$ cat src/design/integer_to_ascii_radix_top_defines.svh
// ----------------------------------------------------------------------------
// integer_to_ascii_radix_top_defines
// assertion macros shared by the radix text converter
// ----------------------------------------------------------------------------
`ifndef INTEGER_TO_ASCII_RADIX_TOP_DEFINES_SVH
`define INTEGER_TO_ASCII_RADIX_TOP_DEFINES_SVH

// same-cycle implication
`define I2A_ASSERT_NOW(name, clk, rstn, ante, cons) \
    name: assert property (@(posedge clk) disable iff (!rstn) (ante) |-> (cons)) \
        else $error("i2a check failed");

// next-cycle implication
`define I2A_ASSERT_NEXT(name, clk, rstn, ante, cons) \
    name: assert property (@(posedge clk) disable iff (!rstn) (ante) |=> (cons)) \
        else $error("i2a check failed");

`endif

$ cat src/design/i2a_pkg.sv
// ----------------------------------------------------------------------------
// i2a_pkg
// constants, reciprocal table and digit encoding for the radix text converter
// ----------------------------------------------------------------------------
`default_nettype none

package i2a_pkg;

    localparam int VALUE_W = 32;
    localparam int BASE_W  = 6;
    localparam int CHAR_W  = 8;
    localparam int PROD_W  = 2 * VALUE_W;
    // estimated remainder stays below twice the largest base
    localparam int REM_W   = 7;

    localparam logic [BASE_W-1:0] MIN_BASE       = 6'd2;
    localparam logic [BASE_W-1:0] MAX_BASE       = 6'd36;
    localparam logic [BASE_W-1:0] DECIMAL_DIGITS = 6'd10;

    localparam logic [CHAR_W-1:0] CHAR_ZERO    = 8'h30;
    localparam logic [CHAR_W-1:0] CHAR_LOWER_A = 8'h61;

    localparam longint unsigned RECIP_ONE = 64'h1_0000_0000;

    // floor(2^32 / base), zero for bases out of range
    localparam logic [VALUE_W-1:0] RECIP_TABLE [2**BASE_W] = '{
        2:  32'(RECIP_ONE / 2),  3:  32'(RECIP_ONE / 3),  4:  32'(RECIP_ONE / 4),
        5:  32'(RECIP_ONE / 5),  6:  32'(RECIP_ONE / 6),  7:  32'(RECIP_ONE / 7),
        8:  32'(RECIP_ONE / 8),  9:  32'(RECIP_ONE / 9),  10: 32'(RECIP_ONE / 10),
        11: 32'(RECIP_ONE / 11), 12: 32'(RECIP_ONE / 12), 13: 32'(RECIP_ONE / 13),
        14: 32'(RECIP_ONE / 14), 15: 32'(RECIP_ONE / 15), 16: 32'(RECIP_ONE / 16),
        17: 32'(RECIP_ONE / 17), 18: 32'(RECIP_ONE / 18), 19: 32'(RECIP_ONE / 19),
        20: 32'(RECIP_ONE / 20), 21: 32'(RECIP_ONE / 21), 22: 32'(RECIP_ONE / 22),
        23: 32'(RECIP_ONE / 23), 24: 32'(RECIP_ONE / 24), 25: 32'(RECIP_ONE / 25),
        26: 32'(RECIP_ONE / 26), 27: 32'(RECIP_ONE / 27), 28: 32'(RECIP_ONE / 28),
        29: 32'(RECIP_ONE / 29), 30: 32'(RECIP_ONE / 30), 31: 32'(RECIP_ONE / 31),
        32: 32'(RECIP_ONE / 32), 33: 32'(RECIP_ONE / 33), 34: 32'(RECIP_ONE / 34),
        35: 32'(RECIP_ONE / 35), 36: 32'(RECIP_ONE / 36),
        default: 32'd0
    };

    function automatic logic [CHAR_W-1:0] digit_char(input logic [BASE_W-1:0] d);
        if (d < DECIMAL_DIGITS) begin
            return CHAR_ZERO + CHAR_W'(d);
        end
        return CHAR_LOWER_A + CHAR_W'(d) - CHAR_W'(DECIMAL_DIGITS);
    endfunction

endpackage

`default_nettype wire

$ cat src/design/i2a_ram.sv
// ----------------------------------------------------------------------------
// i2a_ram
// generic single-port-write, single-port-read ram with registered read
// ----------------------------------------------------------------------------
`default_nettype none

module i2a_ram #(
    parameter int WIDTH = 8,
    parameter int DEPTH = 32
) (
    input  wire logic                     aclk,
    input  wire logic                     wr_en,
    input  wire logic [$clog2(DEPTH)-1:0] wr_addr,
    input  wire logic [WIDTH-1:0]         wr_data,
    input  wire logic                     rd_en,
    input  wire logic [$clog2(DEPTH)-1:0] rd_addr,
    output logic      [WIDTH-1:0]         rd_data
);

    logic [WIDTH-1:0] mem [DEPTH];

    always_ff @(posedge aclk) begin
        if (wr_en) begin
            mem[wr_addr] <= wr_data;
        end
        if (rd_en) begin
            rd_data <= mem[rd_addr];
        end
    end

endmodule

`default_nettype wire

$ cat src/design/integer_to_ascii_radix_top.sv
// ----------------------------------------------------------------------------
// integer_to_ascii_radix_top
// converts an unsigned number to ascii text in a base from 2 to 36
// ----------------------------------------------------------------------------
// One input beat carries a value and a base; the block answers with one beat
// per character, most significant digit first, tlast on the final one. Each
// digit passes through a shared divide unit: a 32x32 multiply by the
// reciprocal of the base from a constant table, then a remainder correction
// that writes the digit into a small ram. Characters then leave one per cycle
// while the output is not stalled, after a ram read state. A base outside
// 2..36 yields a single beat with tuser set and tdata zero, valid once the
// error state finds the output free. s_tready is high only while idle.
// ----------------------------------------------------------------------------
`default_nettype none

`include "integer_to_ascii_radix_top_defines.svh"

module integer_to_ascii_radix_top #(
    parameter int VALUE_BITS = 32
) (
    input  wire logic        aclk,
    input  wire logic        aresetn,
    input  wire logic        s_tvalid,
    output logic             s_tready,
    input  wire logic [39:0] s_tdata,   // value [31:0], base [37:32], zero pad
    output logic             m_tvalid,
    input  wire logic        m_tready,
    output logic [7:0]       m_tdata,   // char_code [7:0]
    output logic             m_tlast,
    output logic [0:0]       m_tuser    // bad_base [0]
);

    localparam int QW = (VALUE_BITS < i2a_pkg::VALUE_W) ? VALUE_BITS : i2a_pkg::VALUE_W;
    localparam int CW = $clog2(VALUE_BITS + 1);
    localparam int AW = $clog2(VALUE_BITS);

    localparam logic [2:0] ST_IDLE = 3'd0;
    localparam logic [2:0] ST_MUL  = 3'd1;
    localparam logic [2:0] ST_CORR = 3'd2;
    localparam logic [2:0] ST_RD   = 3'd3;
    localparam logic [2:0] ST_EMIT = 3'd4;
    localparam logic [2:0] ST_ERR  = 3'd5;

    logic [2:0] state_reg, state_next;
    logic [CW-1:0] cnt_reg, cnt_next;
    logic [AW-1:0] idx_reg, idx_next;
    logic [QW-1:0] quot_reg, quot_next;
    logic [i2a_pkg::BASE_W-1:0] base_reg, base_next;
    logic [i2a_pkg::PROD_W-1:0] prod_reg, prod_next;

    logic m_valid_reg, m_valid_next;
    logic [i2a_pkg::CHAR_W-1:0] m_char_reg, m_char_next;
    logic m_last_reg, m_last_next;
    logic m_bad_reg, m_bad_next;

    logic [i2a_pkg::VALUE_W-1:0] s_value;
    logic [i2a_pkg::BASE_W-1:0] s_base;
    logic base_ok;
    logic out_free;

    logic [QW-1:0] q_est;
    logic [i2a_pkg::REM_W-1:0] qb_low;
    logic [i2a_pkg::REM_W-1:0] r_est;
    logic [i2a_pkg::REM_W-1:0] base_wide;
    logic [i2a_pkg::REM_W-1:0] rem;
    logic fix;
    logic done;

    logic ram_we;
    logic ram_re;
    logic [AW-1:0] ram_raddr;
    logic [i2a_pkg::CHAR_W-1:0] ram_wdata;
    logic [i2a_pkg::CHAR_W-1:0] ram_rdata;

    assign s_value = s_tdata[i2a_pkg::VALUE_W-1:0];
    assign s_base  = s_tdata[i2a_pkg::VALUE_W +: i2a_pkg::BASE_W];
    assign base_ok = s_base inside {[i2a_pkg::MIN_BASE:i2a_pkg::MAX_BASE]};

    assign s_tready = (state_reg == ST_IDLE);
    assign m_tvalid = m_valid_reg;
    assign m_tdata  = m_char_reg;
    assign m_tlast  = m_last_reg;
    assign m_tuser  = m_bad_reg;

    assign out_free = !m_valid_reg || m_tready;

    // remainder correction after the reciprocal multiply
    assign q_est     = QW'(prod_reg[i2a_pkg::PROD_W-1 -: i2a_pkg::VALUE_W]);
    assign base_wide = i2a_pkg::REM_W'(base_reg);
    assign qb_low    = q_est[i2a_pkg::REM_W-1:0] * base_wide;
    assign r_est     = quot_reg[i2a_pkg::REM_W-1:0] - qb_low;
    assign fix       = (r_est >= base_wide);
    assign rem       = fix ? (r_est - base_wide) : r_est;
    assign done      = ((q_est == '0) && !fix) || (cnt_reg == CW'(VALUE_BITS - 1));

    assign ram_we    = (state_reg == ST_CORR);
    assign ram_wdata = i2a_pkg::digit_char(rem[i2a_pkg::BASE_W-1:0]);
    assign ram_re    = (state_reg == ST_RD)
                     || ((state_reg == ST_EMIT) && out_free && (idx_reg != '0));
    assign ram_raddr = (state_reg == ST_EMIT) ? (idx_reg - AW'(1)) : idx_reg;

    i2a_ram #(
        .WIDTH (i2a_pkg::CHAR_W),
        .DEPTH (VALUE_BITS)
    ) u_digit_store (
        .aclk    (aclk),
        .wr_en   (ram_we),
        .wr_addr (cnt_reg[AW-1:0]),
        .wr_data (ram_wdata),
        .rd_en   (ram_re),
        .rd_addr (ram_raddr),
        .rd_data (ram_rdata)
    );

    always_comb begin
        state_next   = state_reg;
        cnt_next     = cnt_reg;
        idx_next     = idx_reg;
        quot_next    = quot_reg;
        base_next    = base_reg;
        prod_next    = prod_reg;
        m_valid_next = m_valid_reg && !m_tready;
        m_char_next  = m_char_reg;
        m_last_next  = m_last_reg;
        m_bad_next   = m_bad_reg;

        case (state_reg)
            ST_IDLE: begin
                if (s_tvalid) begin
                    quot_next = s_value[QW-1:0];
                    base_next = s_base;
                    cnt_next  = '0;
                    state_next = base_ok ? ST_MUL : ST_ERR;
                end
            end
            ST_MUL: begin
                prod_next = i2a_pkg::PROD_W'(i2a_pkg::VALUE_W'(quot_reg))
                          * i2a_pkg::PROD_W'(i2a_pkg::RECIP_TABLE[base_reg]);
                state_next = ST_CORR;
            end
            ST_CORR: begin
                cnt_next  = cnt_reg + CW'(1);
                quot_next = q_est + QW'(fix);
                if (done) begin
                    idx_next   = cnt_reg[AW-1:0];
                    state_next = ST_RD;
                end else begin
                    state_next = ST_MUL;
                end
            end
            ST_RD: begin
                state_next = ST_EMIT;
            end
            ST_EMIT: begin
                if (out_free) begin
                    m_valid_next = 1'b1;
                    m_char_next  = ram_rdata;
                    m_last_next  = (idx_reg == '0);
                    m_bad_next   = 1'b0;
                    if (idx_reg == '0) begin
                        state_next = ST_IDLE;
                    end else begin
                        idx_next = idx_reg - AW'(1);
                    end
                end
            end
            ST_ERR: begin
                if (out_free) begin
                    m_valid_next = 1'b1;
                    m_char_next  = '0;
                    m_last_next  = 1'b1;
                    m_bad_next   = 1'b1;
                    quot_next    = '0;
                    state_next   = ST_IDLE;
                end
            end
            default: begin
                state_next = ST_IDLE;
            end
        endcase
    end

    always_ff @(posedge aclk) begin
        if (!aresetn) begin
            state_reg   <= ST_IDLE;
            cnt_reg     <= '0;
            m_valid_reg <= 1'b0;
        end else begin
            state_reg   <= state_next;
            cnt_reg     <= cnt_next;
            m_valid_reg <= m_valid_next;
        end
    end

    always_ff @(posedge aclk) begin
        idx_reg    <= idx_next;
        quot_reg   <= quot_next;
        base_reg   <= base_next;
        prod_reg   <= prod_next;
        m_char_reg <= m_char_next;
        m_last_reg <= m_last_next;
        m_bad_reg  <= m_bad_next;
    end

    `I2A_ASSERT_NOW(a_bad_beat_form, aclk, aresetn, m_valid_reg && m_bad_reg, m_last_reg && (m_char_reg == '0))
    `I2A_ASSERT_NOW(a_rem_below_base, aclk, aresetn, state_reg == ST_CORR, rem < base_wide)
    `I2A_ASSERT_NEXT(a_busy_after_accept, aclk, aresetn, s_tvalid && s_tready, !s_tready)
    `I2A_ASSERT_NOW(a_count_in_range, aclk, aresetn, state_reg != ST_IDLE, cnt_reg <= CW'(VALUE_BITS))

endmodule

`default_nettype wire
$ cat config.mk
export PLATFORM = sky130hd
export DESIGN_NAME = integer_to_ascii_radix_top
export DESIGN_NICKNAME = d
export VERILOG_FILES = /design/src/design/i2a_pkg.sv /design/src/design/i2a_ram.sv /design/src/design/integer_to_ascii_radix_top.sv
export VERILOG_INCLUDE_DIRS = /design/src /design/src/design
export SDC_FILE = /design/constraint.sdc
export NUM_CORES = 2
export LEC_CHECK = 0
export BUFFER_PORTS_ARGS = -buffer_cell sky130_fd_sc_hd__buf_2
export CAP_MARGIN = 20
export CORE_MARGIN = 2
export CORE_UTILIZATION = 50
export DETAILED_ROUTE_END_ITERATION = 8
export GPL_ROUTABILITY_DRIVEN = 0
export MAX_ROUTING_LAYER = met4
export PLACE_DENSITY = 0.71
export SLEW_MARGIN = 40
export SYNTH_ARGS = -nofsm -noshare
export SYNTH_HDL_FRONTEND = slang
export SYNTH_SLANG_ARGS = --single-unit
$ cat constraint.sdc
create_clock -name aclk -period 12.4 [get_ports aclk]
set_clock_uncertainty 0.05 [all_clocks]
set_input_delay 1.24 -clock aclk [delete_from_list [all_inputs] [get_ports aclk]]
set_output_delay 1.24 -clock aclk [all_outputs]
set_load 0.02 [all_outputs]
==> results.toml <==
[setup_path]
cp_common_cell = "fa_1"
crit_path_top_delay_cell = "o31ai_1"
path_class = "reg2reg"
cp_max_fo = 12
crit_arrival_ps = 11440
start_kind = "register"
required_ps = 12620
crit_path_end_kind = "register"
cpPeakStageDelay_ps = 680

[hold_path]
hold_path_class = "reg2reg"

[clocking]
clockBufferDepth = 3
cts_hold_buf = 0
numClockSinks = 359
cts_buffers = 34
clk_latency_ps = 530
clkTransAtPathRegs_ps = 60
cts_tree = "yes"
post_cts_buffers = 0
cts_resized = 0
clk_root_buffer_cell = "clkbuf_16"
htree_num_levels = 2

[synth]
synthAdderAreaFrac_pct = 44.11
async_flop_share_pct = 0
synth-seq-cells = 359
synth_top_family_by_area = "adder cells"
synth_cell_types = 77
yosysSeqAreaShare_pct = 21.45
synth_warnings = 0
synthCells = 4819
netlist_area_sq_um = 49780
syn_avg_cell_area_sq_um = 10.33
synth-main-ff-cell = "edfxtp_1"
synth-simple-area-share_pct = 15.03
synth-xor-area-share_pct = 1.787
synth-compound-area-share_pct = 4.597
synth_mux_area_share_pct = 4.067
synth_nets = 6074
synth_edf_count = 349

[finish]
largest_reg_flops = 256
drive_gt1_share_pct = 7.684
area_growth_pct = 6.351
nNetsFinal = 6010
final_util_pct = 53.72
fill_cells = 8504

[floorplanning]
dieHeight_microns = 319.5
boundaryPins = 56
coreArea_sq_um = 98560
initial_core_util_pct = 50.51
fp.dieW_microns = 319.5
rows = 115
die-area_sq_um = 102100

[route]
drc = 0
avgViaCountPerCell = 5.652
post_drt_wl_per_cell_microns = 21.11
dr.pass1.iters = 6
via_count = 34270
routed_wl_microns = 128000
first_iter_violations = 2605
postRouteAntennaNets = 0

[grt]
grt_busiest_layer = "met2"
grt_pass1_wl_microns = 206900
grt_max_degree = 65
grt_pass1_vias = 36760
antenna_found_initial = 3
grtUsageMet3_pct = 4.566
grt_use_met2_pct = 42.14
grt.total_usage_pct = 26.93
use_met1_pct = 35.20
grt.overflow.total = 0

[sta]
maxSlewViolCount = 0
fin_setup_tns_ps = 0
period_share_pct = 90.51
fin_ws_ps = 1177
timing.final.crit_period_ps = 11220
setup_violations = 0
worst_pin_slew_ps = 903.8
hold_viol = 0
max_freq_mhz = 89.10
rsz0062_at_grt = "no"
relSlewSlack_pct = 39.29

[placed_design]
place_hpwl_microns = 96510
post-place-ws_ps = 1375
port_buffers = 53

[job]
drv_cap = 0

[status]
status = "complete, no violations"
per-layer routing:
metal,wire [microns],up-vias,share of wire [%]
met5,0,-,0
met4,6107,0,4.8
met3,11230,297,8.8
met2,59990,1436,47
met1,50650,17740,40
li1,-,14800,-
synth_stat cells, types with 4 or more instances:
| cell type | count | area (sq um) |
|---|---|---|
| and2_1 | 539 | 3372 |
| xnor2_1 | 59 | 516.8 |
| a41oi_1 | 4 | 35.03 |
| nor3_1 | 29 | 145.1 |
| a22o_1 | 4 | 35.03 |
| nor2_1 | 143 | 536.8 |
| a221oi_1 | 8 | 70.07 |
| o21a_1 | 11 | 82.58 |
| nand2b_1 | 20 | 125.1 |
| o211ai_1 | 9 | 67.56 |
| or3_1 | 5 | 31.28 |
| a31oi_1 | 17 | 106.4 |
| fa_1 | 907 | 18160 |
| ha_1 | 304 | 3804 |
| o21ai_0 | 83 | 415.4 |
| a21boi_0 | 4 | 30.03 |
| nand3_1 | 39 | 195.2 |
| nand2_1 | 618 | 2320 |
| buf_2 | 14 | 70.07 |
| clkbuf_1 | 244 | 915.9 |
| mux4_2 | 80 | 1802 |
| dfxtp_1 | 10 | 200.2 |
| o21bai_1 | 9 | 67.56 |
| nand3b_1 | 6 | 45.04 |
| a21oi_1 | 97 | 485.5 |
| edfxtp_1 | 349 | 10480 |
| inv_1 | 912 | 3423 |
| clkinv_1 | 4 | 15.01 |
| a211oi_1 | 12 | 90.09 |
| and3_1 | 12 | 75.07 |
| o31ai_1 | 11 | 82.58 |
| a2111oi_0 | 4 | 35.03 |
| o21ai_1 | 13 | 65.06 |
| mux2i_1 | 6 | 60.06 |
| nor4_1 | 13 | 81.33 |
| and4_1 | 8 | 70.07 |
| nand4_1 | 17 | 106.4 |
| a21o_1 | 42 | 315.3 |
| mux2_2 | 12 | 135.1 |
| nor2b_1 | 43 | 269.0 |
| xor2_1 | 40 | 350.3 |
stage by stage:
| stage | cells | hold WS [ps] | area [sq um] |
|---|---|---|---|
| 6_report | 6064 | 451.7 | 52940 |
| 5_1_grt | 6063 | 492.0 | 52940 |
| 4_1_cts | 6057 | 463.2 | 52820 |
| 3_5_place_dp | 6000 | 453.0 | 51770 |
| 3_3_place_gp | 5994 | 456.4 | 51640 |
| 2_1_floorplan | 4819 | 446.7 | 49780 |
cell usage in the layout (no fill, tap or decap), types with 7 or more instances in the layout:
cell	n
a21oi_2	7
buf_4	97
o21bai_1	9
dfxtp_1	10
o211ai_1	9
buf_2	53
xor2_1	37
nand2_1	617
mux2_2	12
o21ai_1	11
o21a_1	11
inv_1	912
clkbuf_16	35
nand2b_1	20
nand4_1	17
a211oi_1	11
clkinv_1	9
nor2b_1	43
xnor2_1	56
buf_6	10
a31oi_1	16
and3_1	12
o31ai_1	9
nand3_1	39
a221oi_1	8
a21oi_1	88
a21o_1	42
and2_1	539
nor2_1	134
fa_1	907
ha_1	304
nor4_1	12
and4_1	8
edfxtp_1	349
o21ai_0	76
nor3_1	26
mux4_2	80
area by class of cell:
cell class                 instances  area, sq um  share of cell area [%]
timing repair buffer             162         1141                   2.155
antenna                            1        2.502                0.004727
sequential                       359        10680                   20.17
tap                             1287         1610                   3.042
clock inverter                    19        160.2                  0.3025
multi-input combinational       3279        35010                   66.13
clock buffer                      38        887.1                   1.676
inverter                         919         3450                   6.516
worst max-delay path, delay by kind of cell (launching register included):
kind / cells / cell delay [ps]
flops: 1 / 440
simple gates: 7 / 1980
compound gates: 9 / 3040
buf+inv: 4 / 460
xor+xnor: 1 / 160
fa+ha+maj: 10 / 4850
worst paths after layout:
path                                      start                  endpoint  slack, ps  cells past startpoint
max                       base_reg[0]$_DFFE_PP_    prod_reg[63]$_DFFE_PP_       1180                     31
min          u_digit_store.rd_data[7]$_DFFE_PP_  m_tdata[7]$_SDFFCE_PP0P_        450                      1
max reg2reg               base_reg[0]$_DFFE_PP_    prod_reg[63]$_DFFE_PP_       1180                     31
min reg2reg  u_digit_store.rd_data[7]$_DFFE_PP_  m_tdata[7]$_SDFFCE_PP0P_        450                      1
cell families after synthesis:
kind of cell	count (synthesis)
AND/OR/NAND/NOR	1507
flip-flops	359
XOR/XNOR	100
buffers and inverters	1181
multiplexers	100
adder cells (fa/ha/maj)	1211
AO/OA/AOI/OAI	361
Power is left out: the tool's default activity adds up to more than one toggle a clock period on the data nets, which glitch-free logic cannot reach.
